==> src/rtl/assert_macros.svh <==
// assertion macros for the address range coalescer
// no dependencies; included by the modules that check their own logic
`ifndef ASSERT_MACROS_SVH
`define ASSERT_MACROS_SVH
`ifndef SYNTHESIS
`define ASSERT_PROP(label, clk, rst_n, prop) \
    label: assert property (@(posedge clk) disable iff (!rst_n) prop) \
        else $error("%m: property failed");
`define ASSERT_NEVER(label, clk, rst_n, expr) \
    label: assert property (@(posedge clk) disable iff (!rst_n) !(expr)) \
        else $error("%m: forbidden condition seen");
`else
`define ASSERT_PROP(label, clk, rst_n, prop)
`define ASSERT_NEVER(label, clk, rst_n, expr)
`endif
`endif

==> src/rtl/arc_pkg.sv <==
// shared types and constants for the address range coalescer
// no dependencies; used by every module of the block
package arc_pkg;

    localparam int ADDR_BITS       = 48;
    localparam int DEF_NUM_VARS    = 4;
    localparam int DEF_MAX_REGIONS = 16;
    localparam int NUM_BASE_REGS   = 4;
    localparam int BASE_IDX_W      = $clog2(NUM_BASE_REGS);

    localparam int IDX_W      = 4;
    localparam int COUNT_W    = 32;
    localparam int ESIZE_W    = 16;
    localparam int BYTES_W    = 64;
    localparam int STATUS_W   = 3;
    localparam int NUM_VARS_W = 3;

    localparam int CFG_DATA_W = 64;
    localparam int CFG_ADDR_W = 6;
    localparam int REG_IDX_W  = 3;

    localparam logic [REG_IDX_W-1:0] REG_NUM_VARS = 3'd0;
    localparam logic [REG_IDX_W-1:0] REG_BASE_0   = 3'd1;
    localparam logic [REG_IDX_W-1:0] REG_BASE_3   = 3'd4;

    typedef enum logic [STATUS_W-1:0] {
        ST_MERGED     = 3'd0,
        ST_NEW        = 3'd1,
        ST_BAD_INDEX  = 3'd2,
        ST_ZERO_COUNT = 3'd3,
        ST_FULL       = 3'd4
    } t_status;

    typedef struct packed {
        logic [NUM_VARS_W-1:0]                     num_vars;
        logic [NUM_BASE_REGS-1:0][ADDR_BITS-1:0]   base;
    } t_cfg;

endpackage

==> src/rtl/arc_cfg.sv <==
// apb register file: variable count and per-variable base addresses
// depends on arc_pkg for register indexes and the t_cfg struct
module arc_cfg #(
    parameter int NUM_VARS = arc_pkg::DEF_NUM_VARS
) (
    input  logic                            i_clk,
    input  logic                            i_rst_n,
    input  logic                            psel,
    input  logic                            penable,
    input  logic                            pwrite,
    input  logic [arc_pkg::CFG_ADDR_W-1:0]  paddr,
    input  logic [arc_pkg::CFG_DATA_W-1:0]  pwdata,
    output logic [arc_pkg::CFG_DATA_W-1:0]  prdata,
    output logic                            pready,
    output arc_pkg::t_cfg                   o_cfg
);

    arc_pkg::t_cfg                        r_cfg;
    logic                                 w_wr;
    logic [arc_pkg::REG_IDX_W-1:0]        w_reg;
    logic [arc_pkg::BASE_IDX_W-1:0]       w_bidx;

    assign w_wr   = psel && penable && pwrite;
    assign w_reg  = paddr[arc_pkg::CFG_ADDR_W-1:3];
    assign w_bidx = arc_pkg::BASE_IDX_W'(w_reg - arc_pkg::REG_BASE_0);
    assign pready = 1'b1;

    always_ff @(posedge i_clk) begin
        if (!i_rst_n) begin
            r_cfg <= '0;
        end else if (w_wr) begin
            unique case (w_reg) inside
                arc_pkg::REG_NUM_VARS: begin
                    r_cfg.num_vars <= pwdata[arc_pkg::NUM_VARS_W-1:0];
                end
                [arc_pkg::REG_BASE_0:arc_pkg::REG_BASE_3]: begin
                    if (int'(w_bidx) < NUM_VARS) begin
                        r_cfg.base[w_bidx] <= pwdata[arc_pkg::ADDR_BITS-1:0];
                    end
                end
                default: begin
                end
            endcase
        end
    end

    always_comb begin
        unique case (w_reg) inside
            arc_pkg::REG_NUM_VARS: begin
                prdata = arc_pkg::CFG_DATA_W'(r_cfg.num_vars);
            end
            [arc_pkg::REG_BASE_0:arc_pkg::REG_BASE_3]: begin
                prdata = arc_pkg::CFG_DATA_W'(r_cfg.base[w_bidx]);
            end
            default: begin
                prdata = '0;
            end
        endcase
    end

    assign o_cfg = r_cfg;

endmodule

==> config.mk <==
export PLATFORM = sky130hd
export DESIGN_NAME = arc_cfg
export DESIGN_NICKNAME = d
export VERILOG_FILES = /design/src/rtl/assert_macros.svh /design/src/rtl/arc_pkg.sv /design/src/rtl/arc_cfg.sv
export SDC_FILE = /design/constraint.sdc
export NUM_CORES = 1
export LEC_CHECK = 0
export ABC_CLOCK_PERIOD_IN_PS = 2500
export BUFFER_PORTS_ARGS = -buffer_cell sky130_fd_sc_hd__buf_4
export CAP_MARGIN = 40
export CORE_MARGIN = 2
export CORE_UTILIZATION = 30
export CTS_CLUSTER_SIZE = 30
export DETAILED_ROUTE_END_ITERATION = 7
export PLACE_DENSITY = 0.54
export SKIP_LAST_GASP = 1
export SYNTH_ARGS = -nofsm -noshare
export SYNTH_HDL_FRONTEND = slang
export SYNTH_SLANG_ARGS = --single-unit
==> constraint.sdc <==
create_clock -name i_clk -period 2.5 [get_ports i_clk]
set_input_delay 0.125 -clock i_clk [delete_from_list [all_inputs] [get_ports i_clk]]
set_output_delay 0.125 -clock i_clk [all_outputs]
set_load 0.02 [all_outputs]
==> flow_summary.json <==
{
  "critical-path-top-delay-family": "simple AND/OR/NAND/NOR gates",
  "cts_root_buf": "clkbuf_16",
  "crit_chain": "buf_4 -> inv_1 -> ha_2 -> or4_2 -> buf_4 -> and2_1 -> a22o_1 -> buf_4",
  "synth_edf_count": 0,
  "synth_ff_type": "dfxtp_1",
  "p_total_mw": 6.77,
  "cts_tree": "yes",
  "slew_viol_final": 0,
  "ir_drop_v": 0.000407,
  "cts_setup_buffers": 0,
  "rows": 64,
  "clk_path_buf_depth": 2,
  "core_um2": 30400,
  "setup_tns_ns": 0,
  "grt_pass1_vias": 7882,
  "crit_type": "in -> out",
  "worstHoldStart": "i_rst_n",
  "ctsHoldBuffers": 48,
  "max-cap-violations": 0,
  "syn_inst": 913,
  "clkSinkCount": 195,
  "cp_num_buf_inv": 4,
  "startpoint_type": "primary input",
  "h-tree-depth": 4,
  "placedCellCount": 1532,
  "syn_area_um2": 9210,
  "status": "finished, final reports clean",
  "die_area_um2": 32100,
  "power.internal_mw": 4.89,
  "first_pass_iters": 5,
  "ys_seq_elements": 195,
  "maxSlewHeadroom_pct": 50.0,
  "syn2layout_area_growth_pct": 39.0,
  "worst_slew_pin_slew_ns": 0.750,
  "path_depth": 8,
  "yosysWarnings": 0,
  "synth-async-reset-ratio_pct": 0,
  "yosysSeqAreaShare_pct": 42.4,
  "hold_ws_ns": 0.0458,
  "fin_crit_ns": 2.22,
  "grt_use_total_pct": 18.9,
  "rsz0062_at_grt": "no",
  "netSwitchingFraction_pct": 27.8,
  "gp_congestion": 0.743,
  "worstReg2RegStart": "o_cfg[35]",
  "fin_ws_ns": 0.279,
  "die_x_um": 179,
  "cpPeakStageDelay_ns": 0.65,
  "largest_reg_flops": 195,
  "grt_max_degree": 99,
  "crit_arrival_ns": 2.10,
  "worstHoldPathCells": 3,
  "grt.overflow.total": 0,
  "place_worst_setup_slack_ns": 0.266,
  "wirelength_um": 31500,
  "grt_first_pass_wirelength_um": 46800,
  "finalCritPeriodShare_pct": 88.8,
  "switchingPower_mw": 1.88,
  "initial_core_util_pct": 30.3,
  "hpwl_um": 20800,
  "path_common_cell": "buf_4",
  "drive_above_1_share_pct": 33.8,
  "maxClockFrequency_mhz": 450,
  "worst_path_max_delay_cell": "or4_2",
  "p_seq_share_pct": 46.7,
  "finalSetupViolations": 0,
  "n_antenna_cell": 0,
  "ys_types": 28,
  "antenna_left": 0,
  "io_pins": 335,
  "r2r_cells": 2,
  "most-common-layout-cells": "buf_4 (307), dfxtp_1 (195), nand2_1 (192)",
  "crit_path_end_kind": "output pin",
  "power_density_nw_per_um2": 529,
  "cts_buffers": 17,
  "required_ns": 2.38,
  "clockPowerShare_pct": 42.2,
  "n_fill_cell": 3029,
  "hold_viol_final": 0,
  "drtIter0Drc": 411,
  "worstSetupStartpoint": "paddr[4]",
  "cts_resized": 0,
  "wl_per_cell_um": 19.5,
  "stdcell_count": 1612,
  "finalClockSkew_ns": 0,
  "clk_pin_slew_ns": 0.08,
  "antenna_found_initial": 1,
  "die_y_um": 179,
  "min_path_type": "in -> reg",
  "drc_errors": 0,
  "p_comb_share_pct": 11.1,
  "port_buffers": 298,
  "avgSynthCellArea_um2": 10.1,
  "vias": 8152,
  "cp_max_fo": 39,
  "vias_per_cell": 5.06,
  "p_leak_nw": 6.27,
  "clock_latency_ns": 0.42,
  "final_common_cell": "buf_4",
  "layout.nets": 1282
}
## cell usage after synthesis (all sizes together), types with 3 or more instances
cell type  instances  area [µm²]
mux4              48        1080
nand3              5        30.0
ha                 4        50.1
o31ai             48         360
dfxtp            195        3900
and3              46         288
buf               49         397
a22o               3        26.3
nand4             50         343
a21oi             51         255
clkbuf            63         236
nand2            192         721
o21ai              3        15.0
inv                3        11.3
mux2i            144        1440
## layer usage
| metal | vias to the layer above | GRT usage, % | wire, µm |
|---|---|---|---|
| met3 | 27 | 3.24 | 1610 |
| met5 | - | 0 | 0 |
| met2 | 233 | 31.4 | 15300 |
| met4 | 0 | 5.34 | 451 |
| li1 | 3836 | - | - |
| met1 | 4056 | 25.3 | 14100 |
## power by group through the flow
stage | combinational (mW) | clock, mW | sequential (mW)
after floorplan | 0.388 | 0 | 3.26
after global placement | 0.682 | 0 | 3.23
after detailed placement | 0.694 | 0 | 3.23
after CTS | 0.757 | 2.93 | 3.16
after global routing | 0.803 | 3.04 | 3.16
final | 0.754 | 2.86 | 3.16
## logic make-up after synthesis
kind of cell               count (synthesis)  synth area share [%]
AOI/OAI and AO/OA                        105                  7.13
adders and majority gates                  4                 0.543
buffers and inverters                    116                  7.04
DFF                                      195                  42.4
muxes                                    192                  27.4
other                                      2                0.0816
and+or+nand+nor                          299                  15.4
## worst min-delay path, cell delays in order
cell	delay, ns
buf_6	0.16
nand2_1	0.09
mux2i_1	0.05
## cell type report
type / count / area, µm² / area share [%]
multi-input combinational: 617 / 4750 / 37.1
sequential: 195 / 3900 / 30.5
timing repair buffer: 368 / 3040 / 23.7
tap: 396 / 495 / 3.87
clock buffer: 19 / 443 / 3.46
clock inverter: 13 / 163 / 1.27
inverter: 4 / 15.0 / 0.117
## worst paths after layout
check,end,slack (ns)
max,prdata[2],0.28
min,o_cfg[61],0.05
max reg2reg,o_cfg[35],1.77
min reg2reg,o_cfg[93],0.48
## through the flow
step | area, µm² | util (%)
after floorplan | 9270 | -
after global placement | 11700 | 38.4
after detailed placement | 11700 | 38.5
after CTS | 12800 | 42.1
after global routing | 12800 | 42.1
final | 12800 | 42.1
Power figures use the tool's default switching activity.
